===== src/design/mbsp_pkg.sv =====
// ----------------------------------------------------------------------------
// mbsp_pkg
// Types and constants shared by the MIDI byte stream parser.
// ----------------------------------------------------------------------------
`default_nettype none

package mbsp_pkg;

	localparam int unsigned BYTE_W = 8;

	// byte codes
	localparam logic [BYTE_W-1:0] STATUS_MIN  = 8'h80;
	localparam logic [BYTE_W-1:0] STATUS_MAX  = 8'hEF;
	localparam logic [BYTE_W-1:0] SYSEX_START = 8'hF0;
	localparam logic [BYTE_W-1:0] SYSEX_END   = 8'hF7;

	// opcode nibbles of the two-byte channel messages
	localparam logic [3:0] OP_PROGRAM  = 4'hC;
	localparam logic [3:0] OP_PRESSURE = 4'hD;

	// result kinds
	localparam logic KIND_CHANNEL = 1'b0;
	localparam logic KIND_SYSEX   = 1'b1;

	typedef struct packed {
		logic [BYTE_W-1:0] midi_byte;
		logic              end_of_buffer;
	} in_word_t;

	typedef struct packed {
		logic              has;
		logic              kind;
		logic [BYTE_W-1:0] status_byte;
		logic [BYTE_W-1:0] first_data;
		logic [BYTE_W-1:0] second_data;
		logic [BYTE_W-1:0] sysex_byte;
		logic              chunk_last;
	} result_t;

endpackage

`default_nettype wire


===== src/design/mbsp_stream_if.sv =====
// ----------------------------------------------------------------------------
// mbsp_in_if / mbsp_out_if
// Valid/ready channels for received bytes and parsed results.
// ----------------------------------------------------------------------------
`default_nettype none

interface mbsp_in_if;
	logic                        valid;
	logic                        ready;
	logic [mbsp_pkg::BYTE_W-1:0] midi_byte;
	logic                        end_of_buffer;

	modport source (output valid, output midi_byte, output end_of_buffer, input ready);
	modport sink   (input valid, input midi_byte, input end_of_buffer, output ready);
endinterface

interface mbsp_out_if;
	logic                        valid;
	logic                        ready;
	logic                        kind;
	logic [mbsp_pkg::BYTE_W-1:0] status_byte;
	logic [mbsp_pkg::BYTE_W-1:0] first_data;
	logic [mbsp_pkg::BYTE_W-1:0] second_data;
	logic [mbsp_pkg::BYTE_W-1:0] sysex_byte;
	logic                        chunk_last;

	modport source (output valid, output kind, output status_byte, output first_data,
		output second_data, output sysex_byte, output chunk_last, input ready);
	modport sink   (input valid, input kind, input status_byte, input first_data,
		input second_data, input sysex_byte, input chunk_last, output ready);
endinterface

`default_nettype wire


===== src/design/midi_byte_stream_parser_core.sv =====
// ----------------------------------------------------------------------------
// midi_byte_stream_parser_core
// Splits a received MIDI byte stream into channel messages and sysex bytes.
// ----------------------------------------------------------------------------
// Usage:
//  in_word  : one received byte per word, end_of_buffer set on the buffer's
//             last byte.
//  out_word : one word per finished channel message (kind 0, status and two
//             data bytes, second zero for program change / channel pressure)
//             or per forwarded sysex byte (kind 1, chunk_last on 0xF7 or on
//             the buffer end).
//  Throughput: one input word per cycle while out_word is not stalled,
//  including words that give no result. The decode between the input
//  register and the result register is combinational.
//  Path: a taken word is held in the input register, then its result is
//  loaded into the result register that drives out_word.
//  Reset (arst_n low): parser idle, both registers empty, held bytes zero.
//  Stall: while out_word.ready is low and a result is waiting, words that
//  produce no result still pass; the first one that does waits in the input
//  register and in_word.ready drops until the result is taken.
// ----------------------------------------------------------------------------
`default_nettype none

module midi_byte_stream_parser_core (
	input  wire logic  clk,
	input  wire logic  arst_n,
	mbsp_in_if.sink    in_word,
	mbsp_out_if.source out_word
);

	logic               valid_s1;
	mbsp_pkg::in_word_t word_s1;
	mbsp_pkg::result_t  res;
	logic               can_load;
	logic               advance;

	// the held word moves on when its result (if any) has room
	assign advance = valid_s1 && (!res.has || can_load);

	mbsp_in_stage u_in_stage (
		.clk      (clk),
		.arst_n   (arst_n),
		.in_word  (in_word),
		.take     (advance),
		.valid_s1 (valid_s1),
		.word_s1  (word_s1)
	);

	mbsp_parser u_parser (
		.clk     (clk),
		.arst_n  (arst_n),
		.word_s1 (word_s1),
		.step    (advance),
		.res     (res)
	);

	mbsp_out_reg u_out_reg (
		.clk      (clk),
		.arst_n   (arst_n),
		.res      (res),
		.load     (advance && res.has),
		.can_load (can_load),
		.out_word (out_word)
	);

	// channel results never carry sysex fields
	a_channel_clean: assert property (@(posedge clk) disable iff (!arst_n)
		out_word.valid && out_word.kind == mbsp_pkg::KIND_CHANNEL |->
		out_word.sysex_byte == '0 && !out_word.chunk_last)
		else $error("channel result carries sysex fields");

endmodule

`default_nettype wire


===== src/design/mbsp_in_stage.sv =====
// ----------------------------------------------------------------------------
// mbsp_in_stage
// Input register: holds one received word until the parser takes it.
// ----------------------------------------------------------------------------
`default_nettype none

module mbsp_in_stage (
	input  wire logic               clk,
	input  wire logic               arst_n,
	mbsp_in_if.sink                 in_word,
	input  wire logic               take,
	output logic                    valid_s1,
	output mbsp_pkg::in_word_t      word_s1
);

	assign in_word.ready = !valid_s1 || take;

	always_ff @(posedge clk or negedge arst_n) begin
		if (!arst_n) begin
			valid_s1 <= 1'b0;
		end else if (in_word.valid && in_word.ready) begin
			valid_s1 <= 1'b1;
		end else if (take) begin
			valid_s1 <= 1'b0;
		end
	end

	always_ff @(posedge clk) begin
		if (in_word.valid && in_word.ready) begin
			word_s1.midi_byte     <= in_word.midi_byte;
			word_s1.end_of_buffer <= in_word.end_of_buffer;
		end
	end

endmodule

`default_nettype wire


===== src/design/mbsp_parser.sv =====
// ----------------------------------------------------------------------------
// mbsp_parser
// Message state machine: decodes the held word against the parse state.
// ----------------------------------------------------------------------------
`default_nettype none

module mbsp_parser (
	input  wire logic               clk,
	input  wire logic               arst_n,
	input  wire mbsp_pkg::in_word_t word_s1,
	input  wire logic               step,
	output mbsp_pkg::result_t       res
);

	typedef enum logic [1:0] {
		MODE_IDLE,
		MODE_DATA1,
		MODE_DATA2,
		MODE_SYSEX
	} mode_t;

	mode_t                       mode_q, mode_d;
	logic [mbsp_pkg::BYTE_W-1:0] held_status_q, held_first_q;
	logic [mbsp_pkg::BYTE_W-1:0] b;
	logic                        eob;
	logic                        two_byte;
	logic                        is_status;

	assign b         = word_s1.midi_byte;
	assign eob       = word_s1.end_of_buffer;
	assign two_byte  = (held_status_q[7:4] == mbsp_pkg::OP_PROGRAM) ||
		(held_status_q[7:4] == mbsp_pkg::OP_PRESSURE);
	assign is_status = (b >= mbsp_pkg::STATUS_MIN) && (b <= mbsp_pkg::STATUS_MAX);

	always_comb begin
		res    = '0;
		mode_d = mode_q;
		unique case (mode_q)
			MODE_IDLE: begin
				if (is_status) begin
					mode_d = MODE_DATA1;
				end else if (b == mbsp_pkg::SYSEX_START) begin
					res.has        = 1'b1;
					res.kind       = mbsp_pkg::KIND_SYSEX;
					res.sysex_byte = b;
					res.chunk_last = eob;
					mode_d         = MODE_SYSEX;
				end
			end
			MODE_DATA1: begin
				if (two_byte) begin
					res.has         = 1'b1;
					res.kind        = mbsp_pkg::KIND_CHANNEL;
					res.status_byte = held_status_q;
					res.first_data  = b;
					mode_d          = MODE_IDLE;
				end else begin
					mode_d = MODE_DATA2;
				end
			end
			MODE_DATA2: begin
				res.has         = 1'b1;
				res.kind        = mbsp_pkg::KIND_CHANNEL;
				res.status_byte = held_status_q;
				res.first_data  = held_first_q;
				res.second_data = b;
				mode_d          = MODE_IDLE;
			end
			MODE_SYSEX: begin
				res.has        = 1'b1;
				res.kind       = mbsp_pkg::KIND_SYSEX;
				res.sysex_byte = b;
				res.chunk_last = (b == mbsp_pkg::SYSEX_END) || eob;
				if (b == mbsp_pkg::SYSEX_END) begin
					mode_d = MODE_IDLE;
				end
			end
			default: begin
				mode_d = MODE_IDLE;
			end
		endcase
		// every buffer end leaves the parser idle
		if (eob) begin
			mode_d = MODE_IDLE;
		end
	end

	always_ff @(posedge clk or negedge arst_n) begin
		if (!arst_n) begin
			mode_q        <= MODE_IDLE;
			held_status_q <= '0;
			held_first_q  <= '0;
		end else if (step) begin
			mode_q <= mode_d;
			if (mode_q == MODE_IDLE && is_status) begin
				held_status_q <= b;
			end
			if (mode_q == MODE_DATA1 && !two_byte) begin
				held_first_q <= b;
			end
		end
	end

	a_eob_idle: assert property (@(posedge clk) disable iff (!arst_n)
		step && eob |=> mode_q == MODE_IDLE)
		else $error("parser not idle after buffer end");

	a_data2_emits: assert property (@(posedge clk) disable iff (!arst_n)
		step && mode_q == MODE_DATA2 |-> res.has && res.kind == mbsp_pkg::KIND_CHANNEL)
		else $error("three-byte message not emitted");

endmodule

`default_nettype wire


===== src/design/mbsp_out_reg.sv =====
// ----------------------------------------------------------------------------
// mbsp_out_reg
// Result register driving the output channel.
// ----------------------------------------------------------------------------
`default_nettype none

module mbsp_out_reg (
	input  wire logic              clk,
	input  wire logic              arst_n,
	input  wire mbsp_pkg::result_t res,
	input  wire logic              load,
	output logic                   can_load,
	mbsp_out_if.source             out_word
);

	logic valid_q;

	assign can_load       = !valid_q || out_word.ready;
	assign out_word.valid = valid_q;

	always_ff @(posedge clk or negedge arst_n) begin
		if (!arst_n) begin
			valid_q <= 1'b0;
		end else if (load) begin
			valid_q <= 1'b1;
		end else if (out_word.ready) begin
			valid_q <= 1'b0;
		end
	end

	always_ff @(posedge clk) begin
		if (load) begin
			out_word.kind        <= res.kind;
			out_word.status_byte <= res.status_byte;
			out_word.first_data  <= res.first_data;
			out_word.second_data <= res.second_data;
			out_word.sysex_byte  <= res.sysex_byte;
			out_word.chunk_last  <= res.chunk_last;
		end
	end

	a_no_overwrite: assert property (@(posedge clk) disable iff (!arst_n)
		load |-> can_load)
		else $error("result register overwritten while stalled");

endmodule

`default_nettype wire

===== src/flat_wrapper.sv =====
// flat-port wrapper written by rule: the top's interface ports become plain ports
module midi_byte_stream_parser_core_flat 
  (clk, arst_n, in_word_valid, in_word_midi_byte, in_word_end_of_buffer, in_word_ready, out_word_valid, out_word_kind, out_word_status_byte, out_word_first_data, out_word_second_data, out_word_sysex_byte, out_word_chunk_last, out_word_ready);
  mbsp_in_if in_word_i ();
  mbsp_out_if out_word_i ();
  input  wire logic clk;
  input  wire logic arst_n;
  input wire logic [$bits(in_word_i.valid)-1:0] in_word_valid;
  input wire logic [$bits(in_word_i.midi_byte)-1:0] in_word_midi_byte;
  input wire logic [$bits(in_word_i.end_of_buffer)-1:0] in_word_end_of_buffer;
  output wire logic [$bits(in_word_i.ready)-1:0] in_word_ready;
  output wire logic [$bits(out_word_i.valid)-1:0] out_word_valid;
  output wire logic [$bits(out_word_i.kind)-1:0] out_word_kind;
  output wire logic [$bits(out_word_i.status_byte)-1:0] out_word_status_byte;
  output wire logic [$bits(out_word_i.first_data)-1:0] out_word_first_data;
  output wire logic [$bits(out_word_i.second_data)-1:0] out_word_second_data;
  output wire logic [$bits(out_word_i.sysex_byte)-1:0] out_word_sysex_byte;
  output wire logic [$bits(out_word_i.chunk_last)-1:0] out_word_chunk_last;
  input wire logic [$bits(out_word_i.ready)-1:0] out_word_ready;
  assign in_word_i.valid = in_word_valid;
  assign in_word_i.midi_byte = in_word_midi_byte;
  assign in_word_i.end_of_buffer = in_word_end_of_buffer;
  assign in_word_ready = in_word_i.ready;
  assign out_word_valid = out_word_i.valid;
  assign out_word_kind = out_word_i.kind;
  assign out_word_status_byte = out_word_i.status_byte;
  assign out_word_first_data = out_word_i.first_data;
  assign out_word_second_data = out_word_i.second_data;
  assign out_word_sysex_byte = out_word_i.sysex_byte;
  assign out_word_chunk_last = out_word_i.chunk_last;
  assign out_word_i.ready = out_word_ready;
  midi_byte_stream_parser_core u_core (.clk(clk), .arst_n(arst_n), .in_word(in_word_i), .out_word(out_word_i));
endmodule

===== config.mk =====
export PLATFORM = sky130hd
export DESIGN_NAME = midi_byte_stream_parser_core_flat
export DESIGN_NICKNAME = d
export VERILOG_FILES = /design/src/design/mbsp_pkg.sv /design/src/design/mbsp_stream_if.sv /design/src/design/midi_byte_stream_parser_core.sv /design/src/design/mbsp_in_stage.sv /design/src/design/mbsp_parser.sv /design/src/design/mbsp_out_reg.sv /design/src/flat_wrapper.sv
export SDC_FILE = /design/constraint.sdc
export NUM_CORES = 1
export LEC_CHECK = 0
export BUFFER_PORTS_ARGS = -buffer_cell sky130_fd_sc_hd__buf_2
export CAP_MARGIN = 15
export CELL_PAD_IN_SITES_DETAIL_PLACEMENT = 2
export CELL_PAD_IN_SITES_GLOBAL_PLACEMENT = 2
export CORE_MARGIN = 1.5
export CORE_UTILIZATION = 38
export DETAILED_ROUTE_END_ITERATION = 7
export HOLD_SLACK_MARGIN = 0.06
export MAX_ROUTING_LAYER = met4
export PLACE_DENSITY = 0.81
export SLEW_MARGIN = 15
export SYNTH_ARGS = -nofsm -noshare
export SYNTH_HDL_FRONTEND = slang
export SYNTH_SLANG_ARGS = --single-unit
export TNS_END_PERCENT = 1

===== constraint.sdc =====
create_clock -name clk -period 4.15 [get_ports clk]
set_input_delay 0.6225 -clock clk [delete_from_list [all_inputs] [get_ports clk]]
set_output_delay 0.6225 -clock clk [all_outputs]
set_load 0.1 [all_outputs]

After elaboration in Yosys (flattened, before gate mapping)
Cells that the tools add are included. W data, S select, Z words.

Magnitude comparators: 2. Equal/unequal tests: 9. Muxes and demuxes: 18. Reductions and logical operators: 21.

Operators by type and width (number): $pmux W16 S2 (1); $mux W18 (1); $mux W9 (2); $pmux W9 S2 (1); $eq A8 B8 Y1 const B (2); $pmux W2 S4 (2); $mux W2 (7); $eq A4 B4 Y1 const B (2); $ge A8 B8 Y1 const B (1); $le A8 B8 Y1 const B (1); $logic_and A1 B1 Y1 (6); $logic_or A1 B1 Y1 (5); $eq A2 B2 Y1 const B (2); $logic_not A1 Y1 (4); $mux W1 (4); $ne A4 B3 Y1 const B (1); $reduce_and A2 Y1 (2); $reduce_bool A2 Y1 (2); $ne A3 B2 Y1 const B (1); $reduce_and A3 Y1 (1); $eq A2 B1 Y1 const B (1); $logic_not A2 Y1 (1).

Bits in registers: 63. Input bits: 13. Output and inout bits: 36.

Longest topological paths before layout
Depth after elaboration: 10. Gate-level depth with buffers: 8. Depth with buffers taken out: 7.

By module
A second synthesis with hierarchy kept.

Cells, all modules: 168. Area, all modules: 2620.0 sq um.

By module, submodules not included: mbsp_parser (instances 1, cells each 115, area each 1208.7 sq um, seq. area each 450.4 sq um); mbsp_out_reg (instances 1, cells each 37, area each 1068.5 sq um, seq. area each 1046.0 sq um); mbsp_in_stage (instances 1, cells each 13, area each 324.1 sq um, seq. area each 295.3 sq um); midi_byte_stream_parser_core (instances 1, cells each 3, area each 18.8 sq um, seq. area each 0.0 sq um).

Worst setup path before layout
No wires, ideal clock.

Path type: flip-flop to flip-flop. Start: reg u_core.u_in_stage.word_s1[3] (netlist name). End: reg u_core.u_out_reg.out_word.chunk_last, enable pin. Library setup time: 0.425 ns. Arrival time: 2.723 ns. Required time: 3.725 ns. Path slack: 1.002 ns. Stages on the path, launching flop included: 5. Buffers on the path: 0. Cells stage by stage: edfxtp_1 > or3_1 > o31ai_4 > nand3_1 > nor2_1.

Cells in the longest elaborated chain, start to end: 8. Elaborated cells between the ends (all ways): 11.

RTL lines: $ge A8 B8 Y1, or another cell as far along (line mbsp_parser.sv:33) `assign is_status = (b >= mbsp_pkg::STATUS_MIN) && (b <= mbsp_pkg::STATUS_MAX);`; $logic_and A1 B1 Y1 / $mux W2 (equally long branches) (line mbsp_parser.sv:33, mbsp_parser.sv:42); $mux W2 * (line mbsp_parser.sv:40) `if (is_status) begin`; $pmux W2 S4 * (line mbsp_parser.sv:38) `unique case (mode_q)`; $logic_not A1 Y1 (line midi_byte_stream_parser_core.sv:38) `assign advance = valid_s1 && (!res.has || can_load);`; $logic_or A1 B1 Y1 (line midi_byte_stream_parser_core.sv:38); $logic_and A1 B1 Y1 (line midi_byte_stream_parser_core.sv:38); $logic_and A1 B1 Y1 * (line midi_byte_stream_parser_core.sv:61) `.load (advance && res.has),`; via u_core.u_out_reg.load (line mbsp_out_reg.sv:11) `input wire logic load,`; end, declared (line mbsp_stream_if.sv:28) `output second_data, output sysex_byte, output chunk_last, input ready);`.

Mark *: on every way through the listed nets, which the timed path passes. The rest lies on a longest branch. A chain may end at the register's enable or synchronous reset.

Worst setup path after layout
Start: reg u_core.u_in_stage.word_s1[3] (netlist name). End: out in_word_ready.

Cells in the longest elaborated chain, start to end: 8. Elaborated cells between the ends (all ways): 11.

RTL lines: $ge A8 B8 Y1, or another cell as far along (line mbsp_parser.sv:33); $logic_and A1 B1 Y1 / $mux W2 (equally long branches) (line mbsp_parser.sv:33, mbsp_parser.sv:42); $mux W2 * (line mbsp_parser.sv:40); $pmux W2 S4 * (line mbsp_parser.sv:38); $logic_not A1 Y1 * (line midi_byte_stream_parser_core.sv:38); $logic_or A1 B1 Y1 * (line midi_byte_stream_parser_core.sv:38); $logic_and A1 B1 Y1 * (line midi_byte_stream_parser_core.sv:38); $logic_or A1 B1 Y1 * (line mbsp_in_stage.sv:16) `assign in_word.ready = !valid_s1 || take;`; end, declared (line flat_wrapper.sv:11) `output wire logic [$bits(in_word_i.ready)-1:0] in_word_ready;`.

Every way passes the cells marked *; elsewhere a longest branch is shown, timed or not.

==> summary.md <==
| Metric | Value |
|---|---|
| Run status | `complete, but fails checks` |
| Failing checks | `design-rule violations` |
| Setup repair after global routing missed its margin | `no` |
| Largest voltage drop on the vdd net | `0.343 mV` |
| Area of the core | `6460 µm²` |
| CTS tree | `yes` |
| Count of maximum capacitance violations | `0` |
| Routed WL per cell | `21.0 µm` |
| Global router's overall resource usage | `20.7%` |
| Crit. Startpoint | `u_core.u_in_stage.word_s1[3]` |
| Length of the first detailed-routing pass in iterations | `6` |
| Path type of the worst min-delay path | `in -> async` |
| Final worst path period need | `2.97 ns` |
| Count of filler cells inserted in the layout | `654` |
| Total via count after detailed routing | `1649` |
| Count of input and output buffers | `48` |
| Final setup skew | `0.0105 ns` |
| Area growth from synthesis to layout | `19.5%` |
| Endpoint arrival time on the critical path | `2.35 ns` |
| Sequential cell area | `1790 µm²` |
| Clock root cell | `sky130_fd_sc_hd__clkbuf_8` |
| Most used routing layer | `met2` |
| Post-layout net count | `243` |
| Number of enable-type register cells in the synthesized netlist | `43` |
| Std-Cell Rows | `29` |
| Number of instances resized during post-cts repair | `0` |
| Total clock sinks | `63` |
| Count of hold buffers inserted by post-cts repair | `0` |
| Max Clock Freq | `0.337 GHz` |
| Detailed placement HPWL | `4640 µm` |
| Maximum clock path buffer count | `2` |
| Sort of element at the end of the critical path | `output pin` |
| Max FO, Critical Path | `8` |
| Count of boundary I/O pins | `49` |
| Routed Wire Length | `6480 µm` |
| Global-route wire length before repair | `10500 µm` |
| Leak Pwr | `1.28 nW` |
| Die Area | `7330 µm²` |
| Final number of hold-violating endpoints | `0` |
| Hold slack | `0.243 ns` |
| Weighted congestion reported at the end of routability-driven placement | `0.829` |
| DRC Markers | `4` |
| Num CTS Buffers | `9` |
| Initial Util | `40.2%` |
| Worst reg-to-reg path cell count | `6` |
| Met3 track demand over resource | `6.74%` |
| Worst-Margin Slew | `0.785 ns` |
| Worst endpoint required time | `3.53 ns` |
| Fin cells | `308` |
| Antenna diode instance count | `0` |
| Antenna violation net count after detailed routing | `0` |
| Proportion of layout cells with a drive suffix above 1 | `38.1%` |
| Met1 usage in global routing | `22.9%` |
| Synth Flop Type | `sky130_fd_sc_hd__edfxtp_1` |
| Startpoint Class | `flip-flop` |
| Post-synth ARST share | `31.7%` |
| Kind of critical path | `reg -> out` |
| Post-CTS repair timing setup buffer count | `0` |
| Post-placement cell count | `292` |
| Cell variety after synth | `35` |
| Part of the cycle the worst path needs | `71.5%` |
| Die extent in x | `85.6 µm` |
| Per-cell via count in the routed design | `5.35` |
| Critical Path Max Stage Delay | `0.52 ns` |
| Gate count of the mapped netlist | `171` |
| Top Family by Delay on Critical Path | `simple AND/OR/NAND/NOR gates` |
| DRT iter0 DRCs | `88` |
| Post-Synthesis Cell Area | `2590 µm²` |
| Met2 routing resource usage after global routing | `34.9%` |
| Clock transition at path regs | `0.07 ns` |
| Maximum level of the CTS H-tree | `3` |
| Final-layout setup total negative slack | `0 ns` |
| Avg Inst Size Synth | `15.2 µm²` |
| Number of nets produced by synthesis | `188` |
| Fraction of the yosys area taken by sequential cells | `69.1%` |
| Clock latency on the worst-skew pair | `0.35 ns` |
| Slowest cell on crit path | `sky130_fd_sc_hd__edfxtp_1` |
| Cell-by-cell trace of the critical path | `or3_1, o31ai_4, nand3_1, nor2_1, inv_1, buf_2` |
| RR Startpoint | `u_core.u_parser.mode_q[0]` |
| Die Span Y | `85.6 µm` |
| Logic depth of the worst setup path including buffers | `6` |
| Number of antenna violations at the first check in global routing | `0` |
| Seq cells post-synth | `63` |
| Power density normalized to cell area | `852 nW/µm²` |
| Count of pins over their slew limit | `0` |
| Worst-case headroom to the max-slew limit | `47.6%` |
| Yosys warnings | `0` |
| Aggregate global routing overflow | `0` |
| # setup viols final | `0` |
| Number of global-route vias before repair | `1830` |
| Crit path buf inv count | `2` |
| Maximum number of pins on one net before global-route repair | `35` |
| Area of the multi-input gates | `769 µm²` |
## area by class of cell
cell class / instances / share of cell area (%)
Clock buffer: 10 / 4.12
Clock inverter: 6 / 1.69
Inverter: 4 / 0.484
Tap cell: 77 / 3.11
Timing Repair Buffer: 49 / 7.99
Multi-Input combinational cell: 99 / 24.8
Sequential cell: 63 / 57.8
## registers in the layout, summed over array words and instances (netlist names), 2 cells and up
name and count:
u_core.u_parser.held_status_q 8, u_core.u_out_reg.out_word.first_data 8, u_core.u_parser.held_first_q 8, u_core.u_in_stage.word_s1 9
u_core.u_out_reg.out_word.sysex_byte 8, u_core.u_out_reg.out_word.status_byte 8, u_core.u_out_reg.out_word.second_data 8, u_core.u_parser.mode_q 2
## layout by cell type, fill, tap and decap left out, types with 2 or more instances in the layout
cell	Yosys	final
sky130_fd_sc_hd__nor3_1	2	2
sky130_fd_sc_hd__a22o_1	7	7
sky130_fd_sc_hd__and3_1	2	2
sky130_fd_sc_hd__nand2b_1	5	5
sky130_fd_sc_hd__nand2_1	10	10
sky130_fd_sc_hd__nand3_1	4	4
sky130_fd_sc_hd__buf_2	1	48
sky130_fd_sc_hd__ha_1	4	4
sky130_fd_sc_hd__clkbuf_8	0	9
sky130_fd_sc_hd__dfrtp_1	20	20
sky130_fd_sc_hd__clkinv_1	0	2
sky130_fd_sc_hd__a21oi_1	2	2
sky130_fd_sc_hd__clkinv_2	0	3
sky130_fd_sc_hd__edfxtp_1	43	43
sky130_fd_sc_hd__and2_1	20	20
sky130_fd_sc_hd__mux2_2	17	17
sky130_fd_sc_hd__inv_1	4	4
sky130_fd_sc_hd__nor2_1	4	3
sky130_fd_sc_hd__nor2b_1	4	4
sky130_fd_sc_hd__mux2i_1	2	2
## per-stage QoR
step | cell area, µm² | total power, W | setup WS [ns] | utilization [%]
2_1_floorplan | 2590 | 0.00192 | 1.00 | -
3_3_place_gp | 2920 | 0.00210 | 1.64 | 45.2
3_5_place_dp | 2920 | 0.00217 | 1.54 | 45.2
4_1_cts | 3100 | 0.00267 | 1.14 | 48.0
5_1_grt | 3100 | 0.00277 | 1.03 | 48.0
6_report | 3100 | 0.00264 | 1.18 | 48.0
## worst paths after layout
| path | end | slack [ns] |
|---|---|---|
| setup reg to reg | u_core.u_in_stage.word_s1[5] | 1.62 |
| hold reg to reg | u_core.u_parser.held_status_q[4] | 0.50 |
| max in group asynchronous | u_core.u_parser.held_status_q[4] | 3.55 |
| setup / recovery | in_word_ready | 1.18 |
| hold / removal | u_core.u_parser.held_status_q[1] | 0.24 |
| min in group clk | u_core.u_in_stage.word_s1[8] | 0.45 |
## per-layer routing
layer  part of all wire, %  wire length (µm)
met5                     0                 0
met1                    40              2570
met4                   2.0               130
met3                   5.5               357
met2                    53              3420
## cells by family after synthesis
logic type	share of synthesized area, %
compound gates	5.35
mux	8.15
flops	69.1
fa+ha+maj	1.93
buf+inv	1.35
simple gates	14.1
## report_power, final
group | internal, W | switching, W
Clock | 0.000270 | 0.000228
Combinational | 0.000264 | 0.000890
Sequential | 0.000898 | 0.0000933
## synth_stat cells (2+ instances only)
library cell	count	share of area (%)
sky130_fd_sc_hd__a21oi_1	2	0.39
sky130_fd_sc_hd__a22o_1	7	2.4
sky130_fd_sc_hd__and2_1	20	4.8
sky130_fd_sc_hd__and3_1	2	0.48
sky130_fd_sc_hd__clkbuf_1	3	0.43
sky130_fd_sc_hd__dfrtp_1	20	19
sky130_fd_sc_hd__edfxtp_1	43	50
sky130_fd_sc_hd__ha_1	4	1.9
sky130_fd_sc_hd__inv_1	4	0.58
sky130_fd_sc_hd__mux2_2	17	7.4
sky130_fd_sc_hd__mux2i_1	2	0.77
sky130_fd_sc_hd__nand2_1	10	1.4
sky130_fd_sc_hd__nand2b_1	5	1.2
sky130_fd_sc_hd__nand3_1	4	0.77
sky130_fd_sc_hd__nor2_1	4	0.58
sky130_fd_sc_hd__nor2b_1	4	0.96
sky130_fd_sc_hd__nor3_1	2	0.39
Note: power is estimated with default switching activity, not from simulation.
